<file path="src/rtl/core/ilp_pkg.sv">
package ilp_pkg;

  // Parser phase between characters, one-hot
  typedef enum logic [3:0] {
    PH_IDLE      = 4'b0001,
    PH_AFTERSIGN = 4'b0010,
    PH_LEADZERO  = 4'b0100,
    PH_DIGITS    = 4'b1000
  } phase_t;

  // Number base of the literal in progress
  typedef enum logic [1:0] {
    RX_DEC = 2'd0,
    RX_HEX = 2'd1,
    RX_BIN = 2'd2
  } radix_t;

  // Character codes
  localparam logic [7:0] CH_NUL   = 8'h00;
  localparam logic [7:0] CH_MINUS = 8'h2D;
  localparam logic [7:0] CH_ZERO  = 8'h30;
  localparam logic [7:0] CH_ONE   = 8'h31;
  localparam logic [7:0] CH_NINE  = 8'h39;
  localparam logic [7:0] CH_LC_A  = 8'h61;
  localparam logic [7:0] CH_LC_B  = 8'h62;
  localparam logic [7:0] CH_LC_F  = 8'h66;
  localparam logic [7:0] CH_LC_X  = 8'h78;

  // Overflow limits, ceil((2^64-1)/base)
  localparam logic [63:0] LIM_DEC = 64'd1844674407370955162;
  localparam logic [63:0] LIM_HEX = 64'd1152921504606846976;
  localparam logic [63:0] LIM_BIN = 64'd9223372036854775808;

  // Digit index from which the overflow check runs
  localparam logic [7:0] OVF_CHECK_FROM = 8'd16;
  localparam logic [7:0] COUNT_MAX      = 8'd255;

  // Classification of one character
  typedef struct packed {
    logic       is_nul;
    logic       is_minus;
    logic       is_zero;
    logic       is_bin;
    logic       is_dec;
    logic       is_hex;
    logic       is_x;
    logic       is_b;
    logic [3:0] digit;
  } char_class_t;

  // One parse result
  typedef struct packed {
    logic        ok;
    logic [63:0] value;
    logic [7:0]  length;
  } result_t;

endpackage

</file>
<file path="src/rtl/core/ilp_class.sv">
module ilp_class (
  input  logic [7:0]           char_code,
  output ilp_pkg::char_class_t cls
);

  logic is_dec;
  logic is_hex;

  // Sort the character into the sets the parser tests
  assign is_dec = char_code inside {[ilp_pkg::CH_ZERO:ilp_pkg::CH_NINE]};
  assign is_hex = char_code inside {[ilp_pkg::CH_LC_A:ilp_pkg::CH_LC_F]};

  always_comb begin
    cls.is_nul   = (char_code == ilp_pkg::CH_NUL);
    cls.is_minus = (char_code == ilp_pkg::CH_MINUS);
    cls.is_zero  = (char_code == ilp_pkg::CH_ZERO);
    cls.is_bin   = (char_code == ilp_pkg::CH_ZERO) || (char_code == ilp_pkg::CH_ONE);
    cls.is_dec   = is_dec;
    cls.is_hex   = is_hex;
    cls.is_x     = (char_code == ilp_pkg::CH_LC_X);
    cls.is_b     = (char_code == ilp_pkg::CH_LC_B);
    // Letters a-f map to 10-15
    if (is_hex) begin
      cls.digit = 4'(char_code - ilp_pkg::CH_LC_A + 8'd10);
    end else begin
      cls.digit = 4'(char_code - ilp_pkg::CH_ZERO);
    end
  end

endmodule

</file>
<file path="src/rtl/core/ilp_engine.sv">
module ilp_engine (
  input  logic                 clk,
  input  logic                 rst,
  input  logic                 step,
  input  logic                 first,
  input  ilp_pkg::char_class_t cls,
  output logic                 res_valid,
  output ilp_pkg::result_t     res
);

  ilp_pkg::phase_t phase, phase_next;
  ilp_pkg::radix_t radix_sel, radix_sel_next;
  logic        negative, negative_next;
  logic [63:0] acc_main, acc_main_next;
  logic [63:0] acc_hex_shadow, acc_hex_shadow_next;
  logic        overflow_main, overflow_main_next;
  logic        overflow_hex, overflow_hex_next;
  logic [7:0]  digit_count, digit_count_next;
  logic [1:0]  lead_chars, lead_chars_next;

  logic        go_digits;
  logic        add;
  logic        fin;
  logic [3:0]  dval;
  logic [63:0] lim;
  logic [63:0] acc_sel;
  logic        bad;
  logic [8:0]  len_sum;

  // Work out the state after this character and any result it ends with
  always_comb begin
    // Start from the held literal, or a cleared one on restart
    if (first) begin
      phase_next          = ilp_pkg::PH_IDLE;
      radix_sel_next      = ilp_pkg::RX_DEC;
      negative_next       = 1'b0;
      acc_main_next       = '0;
      acc_hex_shadow_next = '0;
      overflow_main_next  = 1'b0;
      overflow_hex_next   = 1'b0;
      digit_count_next    = '0;
      lead_chars_next     = '0;
    end else begin
      phase_next          = phase;
      radix_sel_next      = radix_sel;
      negative_next       = negative;
      acc_main_next       = acc_main;
      acc_hex_shadow_next = acc_hex_shadow;
      overflow_main_next  = overflow_main;
      overflow_hex_next   = overflow_hex;
      digit_count_next    = digit_count;
      lead_chars_next     = lead_chars;
    end
    go_digits = 1'b0;
    add       = 1'b0;
    fin       = 1'b0;
    dval      = cls.digit;
    res_valid = 1'b0;
    res       = '0;
    lim       = ilp_pkg::LIM_DEC;
    acc_sel   = '0;
    bad       = 1'b0;
    len_sum   = '0;

    if (step) begin
      if (first && cls.is_nul) begin
        // Empty input: failed result with zero payload
        res_valid = 1'b1;
      end else if (first) begin
        if (cls.is_minus) begin
          negative_next   = 1'b1;
          lead_chars_next = 2'd1;
          phase_next      = ilp_pkg::PH_AFTERSIGN;
        end else if (cls.is_zero) begin
          add        = 1'b1;
          phase_next = ilp_pkg::PH_LEADZERO;
        end else begin
          go_digits = 1'b1;
        end
      end else begin
        case (phase)
          ilp_pkg::PH_IDLE: begin
            go_digits = 1'b0;
          end
          ilp_pkg::PH_AFTERSIGN: begin
            if (cls.is_zero) begin
              add        = 1'b1;
              phase_next = ilp_pkg::PH_LEADZERO;
            end else begin
              go_digits = 1'b1;
            end
          end
          ilp_pkg::PH_LEADZERO: begin
            if (cls.is_x || cls.is_b) begin
              radix_sel_next      = cls.is_x ? ilp_pkg::RX_HEX : ilp_pkg::RX_BIN;
              lead_chars_next     = lead_chars + 2'd2;
              digit_count_next    = '0;
              acc_main_next       = '0;
              acc_hex_shadow_next = '0;
              overflow_main_next  = 1'b0;
              overflow_hex_next   = 1'b0;
              phase_next          = ilp_pkg::PH_DIGITS;
            end else begin
              go_digits = 1'b1;
            end
          end
          ilp_pkg::PH_DIGITS: begin
            go_digits = 1'b1;
          end
          default: begin
            go_digits = 1'b0;
          end
        endcase
      end

      // Digit body: take a digit or end the literal
      if (go_digits) begin
        phase_next = ilp_pkg::PH_DIGITS;
        if (radix_sel_next == ilp_pkg::RX_BIN) begin
          if (cls.is_bin) begin
            add = 1'b1;
          end else begin
            fin = 1'b1;
          end
        end else if (cls.is_dec || cls.is_hex) begin
          if (cls.is_hex) begin
            radix_sel_next = ilp_pkg::RX_HEX;
          end
          add = 1'b1;
        end else begin
          fin = 1'b1;
        end
      end

      // Accumulate one digit in both bases, checking overflow first
      if (add) begin
        lim = (radix_sel_next == ilp_pkg::RX_BIN) ? ilp_pkg::LIM_BIN : ilp_pkg::LIM_DEC;
        if (digit_count_next >= ilp_pkg::OVF_CHECK_FROM) begin
          if (acc_main_next >= lim) begin
            overflow_main_next = 1'b1;
          end
          if (acc_hex_shadow_next >= ilp_pkg::LIM_HEX) begin
            overflow_hex_next = 1'b1;
          end
        end
        acc_hex_shadow_next = {acc_hex_shadow_next[59:0], dval};
        case (radix_sel_next)
          ilp_pkg::RX_DEC: begin
            acc_main_next = {acc_main_next[60:0], 3'b000} + {acc_main_next[62:0], 1'b0}
                            + {60'd0, dval};
          end
          ilp_pkg::RX_BIN: begin
            acc_main_next = {acc_main_next[62:0], dval[0]};
          end
          default: begin
            acc_main_next = acc_main_next;
          end
        endcase
        if (digit_count_next != ilp_pkg::COUNT_MAX) begin
          digit_count_next = digit_count_next + 8'd1;
        end
      end

      // End of literal: pick the base and emit the result
      if (fin) begin
        phase_next = ilp_pkg::PH_IDLE;
        res_valid  = 1'b1;
        if (radix_sel_next == ilp_pkg::RX_HEX) begin
          acc_sel = acc_hex_shadow_next;
          bad     = overflow_hex_next;
        end else begin
          acc_sel = acc_main_next;
          bad     = overflow_main_next;
        end
        len_sum = {1'b0, digit_count_next} + {7'd0, lead_chars_next};
        if (!bad) begin
          res.ok     = 1'b1;
          res.value  = negative_next ? (64'd0 - acc_sel) : acc_sel;
          res.length = len_sum[8] ? ilp_pkg::COUNT_MAX : len_sum[7:0];
        end
      end
    end
  end

  // Hold the literal state between characters
  always_ff @(posedge clk) begin
    if (rst) begin
      phase          <= ilp_pkg::PH_IDLE;
      radix_sel      <= ilp_pkg::RX_DEC;
      negative       <= 1'b0;
      acc_main       <= '0;
      acc_hex_shadow <= '0;
      overflow_main  <= 1'b0;
      overflow_hex   <= 1'b0;
      digit_count    <= '0;
      lead_chars     <= '0;
    end else if (step) begin
      phase          <= phase_next;
      radix_sel      <= radix_sel_next;
      negative       <= negative_next;
      acc_main       <= acc_main_next;
      acc_hex_shadow <= acc_hex_shadow_next;
      overflow_main  <= overflow_main_next;
      overflow_hex   <= overflow_hex_next;
      digit_count    <= digit_count_next;
      lead_chars     <= lead_chars_next;
    end
  end

endmodule

</file>
<file path="src/rtl/core/integer_literal_parser_top.sv">
// Integer literal parser: decimal, hex ("0x") and binary ("0b"), optional '-'.
// Input channel s_*: one character per word, tdata[7:0] = char_code,
//   tuser = first (restarts the parser on this character).
// Output channel m_*: one word per finished literal, tdata[63:0] = value,
//   tdata[71:64] = length, tuser = ok.
// A literal ends on the first character that does not belong to it (NUL
//   included); that character yields the output word. Characters inside a
//   literal, or after it has ended without a new first, yield nothing.
// Path: the ending character waits in the input register; its result word
//   loads into the result register once that register is free to take a
//   word.
// Throughput: one character per cycle while the result register can take a
//   word; the per-character update of both accumulators is a single
//   shift-and-add pass between the input register and the literal state.
// Reset clears both registers and the literal state; the parser waits for a
//   word with first set. When the receiver stalls, the result word holds and
//   the input register still advances while the result register is free;
//   once both are full, s_tready falls until the result word is taken.
module integer_literal_parser_top (
  input  logic        clk,
  input  logic        rst,
  input  logic        s_tvalid,
  output logic        s_tready,
  input  logic [7:0]  s_tdata,   // [7:0] char_code
  input  logic        s_tuser,   // [0] first
  output logic        m_tvalid,
  input  logic        m_tready,
  output logic [71:0] m_tdata,   // [63:0] value, [71:64] length
  output logic        m_tuser    // [0] ok
);

  logic                 in_vld;
  logic [7:0]           in_char;
  logic                 in_first;
  logic                 advance;
  logic                 out_vld;
  ilp_pkg::result_t     out_res;
  ilp_pkg::char_class_t cls;
  logic                 res_valid;
  ilp_pkg::result_t     res;

  // Process the held word when the result register can take a word
  assign advance  = in_vld && (!out_vld || m_tready);
  assign s_tready = !in_vld || advance;

  // Input register
  always_ff @(posedge clk) begin
    if (rst) begin
      in_vld <= 1'b0;
    end else if (s_tready) begin
      in_vld <= s_tvalid;
    end
  end

  always_ff @(posedge clk) begin
    if (s_tready && s_tvalid) begin
      in_char  <= s_tdata;
      in_first <= s_tuser;
    end
  end

  ilp_class u_class (
    .char_code (in_char),
    .cls       (cls)
  );

  ilp_engine u_engine (
    .clk       (clk),
    .rst       (rst),
    .step      (advance),
    .first     (in_first),
    .cls       (cls),
    .res_valid (res_valid),
    .res       (res)
  );

  // Result register: load on a finished literal, drop when taken
  always_ff @(posedge clk) begin
    if (rst) begin
      out_vld <= 1'b0;
    end else if (advance && res_valid) begin
      out_vld <= 1'b1;
    end else if (m_tready) begin
      out_vld <= 1'b0;
    end
  end

  always_ff @(posedge clk) begin
    if (advance && res_valid) begin
      out_res <= res;
    end
  end

  assign m_tvalid = out_vld;
  assign m_tdata  = {out_res.length, out_res.value};
  assign m_tuser  = out_res.ok;

`ifndef SYNTHESIS
  // A failed literal carries zero value and length
  a_fail_zero: assert property (@(posedge clk) disable iff (rst)
    (m_tvalid && !m_tuser) |-> (m_tdata == 72'd0))
    else $error("failed result with non-zero payload");

  // A zero-length literal has value zero
  a_len0_val0: assert property (@(posedge clk) disable iff (rst)
    (m_tvalid && m_tuser && (m_tdata[71:64] == 8'd0)) |-> (m_tdata[63:0] == 64'd0))
    else $error("zero-length literal with non-zero value");

  // A held character is never lost while the result side is blocked
  a_in_hold: assert property (@(posedge clk) disable iff (rst)
    (in_vld && !advance) |=> in_vld)
    else $error("held character dropped");
`endif

endmodule

</file>
<file path="config.mk">
export PLATFORM = sky130hd
export DESIGN_NAME = integer_literal_parser_top
export DESIGN_NICKNAME = d
export VERILOG_FILES = /design/src/rtl/core/ilp_pkg.sv /design/src/rtl/core/ilp_class.sv /design/src/rtl/core/ilp_engine.sv /design/src/rtl/core/integer_literal_parser_top.sv
export SDC_FILE = /design/constraint.sdc
export NUM_CORES = 1
export LEC_CHECK = 0
export BUFFER_PORTS_ARGS = -buffer_cell sky130_fd_sc_hd__buf_4
export CAP_MARGIN = 20
export CORE_ASPECT_RATIO = 0.7
export CORE_MARGIN = 10
export CORE_UTILIZATION = 40
export CTS_BUF_LIST = sky130_fd_sc_hd__clkbuf_16
export CTS_CLUSTER_DIAMETER = 100
export DETAILED_ROUTE_END_ITERATION = 12
export PLACE_DENSITY = 0.53
export SLEW_MARGIN = 0
export SYNTH_ARGS = -nofsm -noshare
export SYNTH_HDL_FRONTEND = slang
export SYNTH_HIERARCHICAL = 1
export SYNTH_SLANG_ARGS = --single-unit
</file>
<file path="constraint.sdc">
create_clock -name clk -period 19.1 [get_ports clk]
set_input_delay 1.91 -clock clk [delete_from_list [all_inputs] [get_ports clk]]
set_output_delay 1.91 -clock clk [all_outputs]
set_load 0.02 [all_outputs]
</file>
==> impl_results.md <==
* Clock root buffer: clkbuf_16
* Global route overflow at 0
* DRC errors left at 0
* XOR/XNOR Fraction of Synth Area at 0.0384
* Synth Net Count at 2870
* Share of cells above drive strength 1 at 0.0916
* Vias per Instance at 6.39
* WL/cell at about 25 um
* Max Freq at roughly 110 MHz
* Post-synth EDFFs at between 80 and 90
* DR vias at approximately 21000
* Initial antenna violation count at 1
* Final instance area at 22700 sq um
* CP Capture Type: flip-flop
* Synth Area in Compound Gates at 0.276
* Final Max Slew Viols at 0
* VDD IR max at 0.0000546 V
* Die H at ~210 um
* Overall power at 1.14 mW
* Clock buffer depth at 3
* Initial Util at 0.407
* Relative slew slack at 0.199
* CTS sink count at between 200 and 250
* Worst Tran Pin Value at between 1000 and 1500 ps
* GRT Resource Usage Total at 0.259
* Multiplexer share of the synthesized area at 0.0330
* H-tree level count at 1
* Max-Cap Viols at 0
* Min-Delay Startpoint: u_engine/acc_main[48]
* DP Area at 21900 sq um
* Core area at between 50000 and 60000 sq um
* Synth unique cells at 105
* Clock skew at about 14 ps
* Syn Std Cell Area at 20800 sq um
* Pwr dens at 50.3 nW/um^2
* Sequential fraction of the synthesis area at 0.262
* Drt total wl at about 83 mm
* Seq cells post-synth at roughly 230
* Synth Area in Adders at 0.102
* Post-Synth Simple-Gate Area at 0.242
* Worst-Skew Late Latency at about 550 ps
* R2R Path End: m_tdata[44]
* Setup Total Neg Slack at 0 ps
* Outcome: finished, final reports clean
* Final-report hold violation count at 0
* # rows at between 60 and 70
* Mapped Cells at around 2700
* R2R depth at 25
* DRT Pass-1 Iters at 6
* First-pass GRT wire length at 126 mm
* Area grow syn2layout at 9.36%
* WP data required at about 19000 ps
* Die area at roughly 60000 sq um
* CP max stage cell: nor4_4
* RSZ-0062 raised after global routing: no
* Period utilization at 0.468
* Post-synth ARST share at 0
* R2R setup slack at 10150 ps
* Crit-path leading delay family: simple AND/OR/NAND/NOR gates
* Die X-Extent at around 290 um
* Detail Placement HPWL at between 60 and 70 mm
* Biggest cell delay along the critical path at ~1100 ps
* Hold Path Sink: u_engine/acc_main[48]
* Worst-path clk slew at 70 ps
* Routed Antenna Nets at 0
* Top Ports at 88
* TritonCTS buffer count at 24
* Final setup vio count at 0
* Crit Path Max Fanout at 69
* Leakage at around 9.1 nW
* Crit path DAT at around 9200 ps
* Hold Crit Class: flip-flop to flip-flop
* PostCTS Resize Cnt at 0
* Critical R2R Launch: in_char[0]
* PortBufs at just under 90
* Vias in the first global route at around 20000
* CTS tree: yes
* Worst setup SP type: flip-flop
* Synthesis Warnings at 6
* Nets@finish at 2849
* WP buf/inv at 4
* Worst hold path stage count at 2
* ANT cells at 0
* Minimum clock period at around 8900 ps
* Initial DRC count at between 2000 and 2500
* Largest net degree at the start of global routing at 91
* Avg Inst Size Synth at 7.72 sq um
* Levels on crit path at 25
* Buffer count from post-CTS setup fixing at 0
* Critical path class: flip-flop to flip-flop
* Largest family of logic cells by synthesized area: compound AO/OA/AOI/OAI gates
* RePlAce Congestion at approximately 0.91
* Crit-path most repeated cell: inv_1
* Post-CTS Hold Buffers at 0
* Top FF cell, synth: dfxtp_1
cells in the final DEF (no fill, tap or decap), types with 69 or more instances in the layout:
cell / synthesis / routed
buf_4: 9 / 130
nor2_1: 385 / 382
and2_1: 70 / 69
edfxtp_1: 82 / 82
dfxtp_1: 149 / 149
a21oi_1: 260 / 259
o21ai_0: 142 / 141
a22oi_1: 76 / 76
nor3_1: 73 / 73
ha_1: 164 / 164
nand2_1: 242 / 242
stage by stage:
step | hold WS, ps | setup WS [ps] | std cells | utilization
floorplan | 427 | 11580 | 2690 | -
global placement | 437 | 10620 | 3317 | 0.430
detailed placement | 441 | 10330 | 3317 | 0.430
CTS | 456 | 10310 | 3361 | 0.445
global route | 473 | 9740 | 3361 | 0.445
finish | 457 | 10150 | 3361 | 0.445
area by class of cell:
cell class / count / area, sq um
Fill cell: 5207 / 28300
Multi-Input combinational cell: 2226 / 14400
Sequential cell: 231 / 5450
Timing Repair Buffer: 130 / 976
Tap cell: 674 / 843
Clock buffer: 26 / 651
Inverter: 56 / 210
Clock inverter: 18 / 134
tightest hold or removal path: cells and delay by family, from the launching register on:
family	cells	cell delay (ps)
and+or+nand+nor	1	50
DFF	1	310
AOI/OAI and AO/OA	1	50
state kept, by name, indices dropped and copies added, names as in the netlist, 2 cells and up:
signal / flops
in_char: 8
u_engine/acc_main: 64
u_engine/digit_count: 8
m_tdata: 72
u_engine/radix_sel: 2
u_engine/phase: 4
u_engine/acc_hex_shadow: 64
u_engine/lead_chars: 2
synthesized netlist by cell type (39+ instances only):
library cell  number  share of area
nor2_1           385          0.070
xnor2_1           56          0.024
inv_1             55         0.0099
edfxtp_1          82           0.12
clkbuf_1         126          0.023
nand4_1           53          0.016
a31oi_1           44          0.013
nand3_1           39         0.0094
a22oi_1           76          0.027
nand2_1          242          0.044
o21ai_0          142          0.034
and2_1            70          0.021
a21oi_1          260          0.063
dfxtp_1          149           0.14
nor3_1            73          0.018
mux2i_1           64          0.031
ha_1             164          0.099
worst max path at each step:
stage                           from     endpoint  slack (ps)
after floorplan           in_char[0]  m_tdata[62]       11580
after global placement    in_char[0]  m_tdata[58]       10620
after detailed placement  in_char[0]  m_tdata[58]       10330
after CTS                 in_char[0]  m_tdata[58]       10310
after global routing      in_char[0]  m_tdata[58]        9740
final                     in_char[0]  m_tdata[44]       10150
power breakdown:
part / total (mW) / switching [mW] / internal [mW]
Sequential: 0.515 / 0.00395 / 0.511
Combinational: 0.141 / 0.102 / 0.0390
Clock: 0.486 / 0.224 / 0.262
metal layers:
metal  up-vias  track usage  wire [um]
met5         -            0          0
met3       149       0.0396       6190
met4         0       0.0898       3010
li1       9982            -          -
met2       920        0.409      36800
met1     10418        0.354      37500
kinds of logic (layout without fill, tap and decap cells):
kind of cell,Yosys count,count (layout)
compound gates,869,869
xor+xnor,91,91
simple gates,1031,1031
flops,231,231
buf+inv,233,230
fa+ha+maj,167,167
mux,68,68
(Power assumes the default switching activity.)
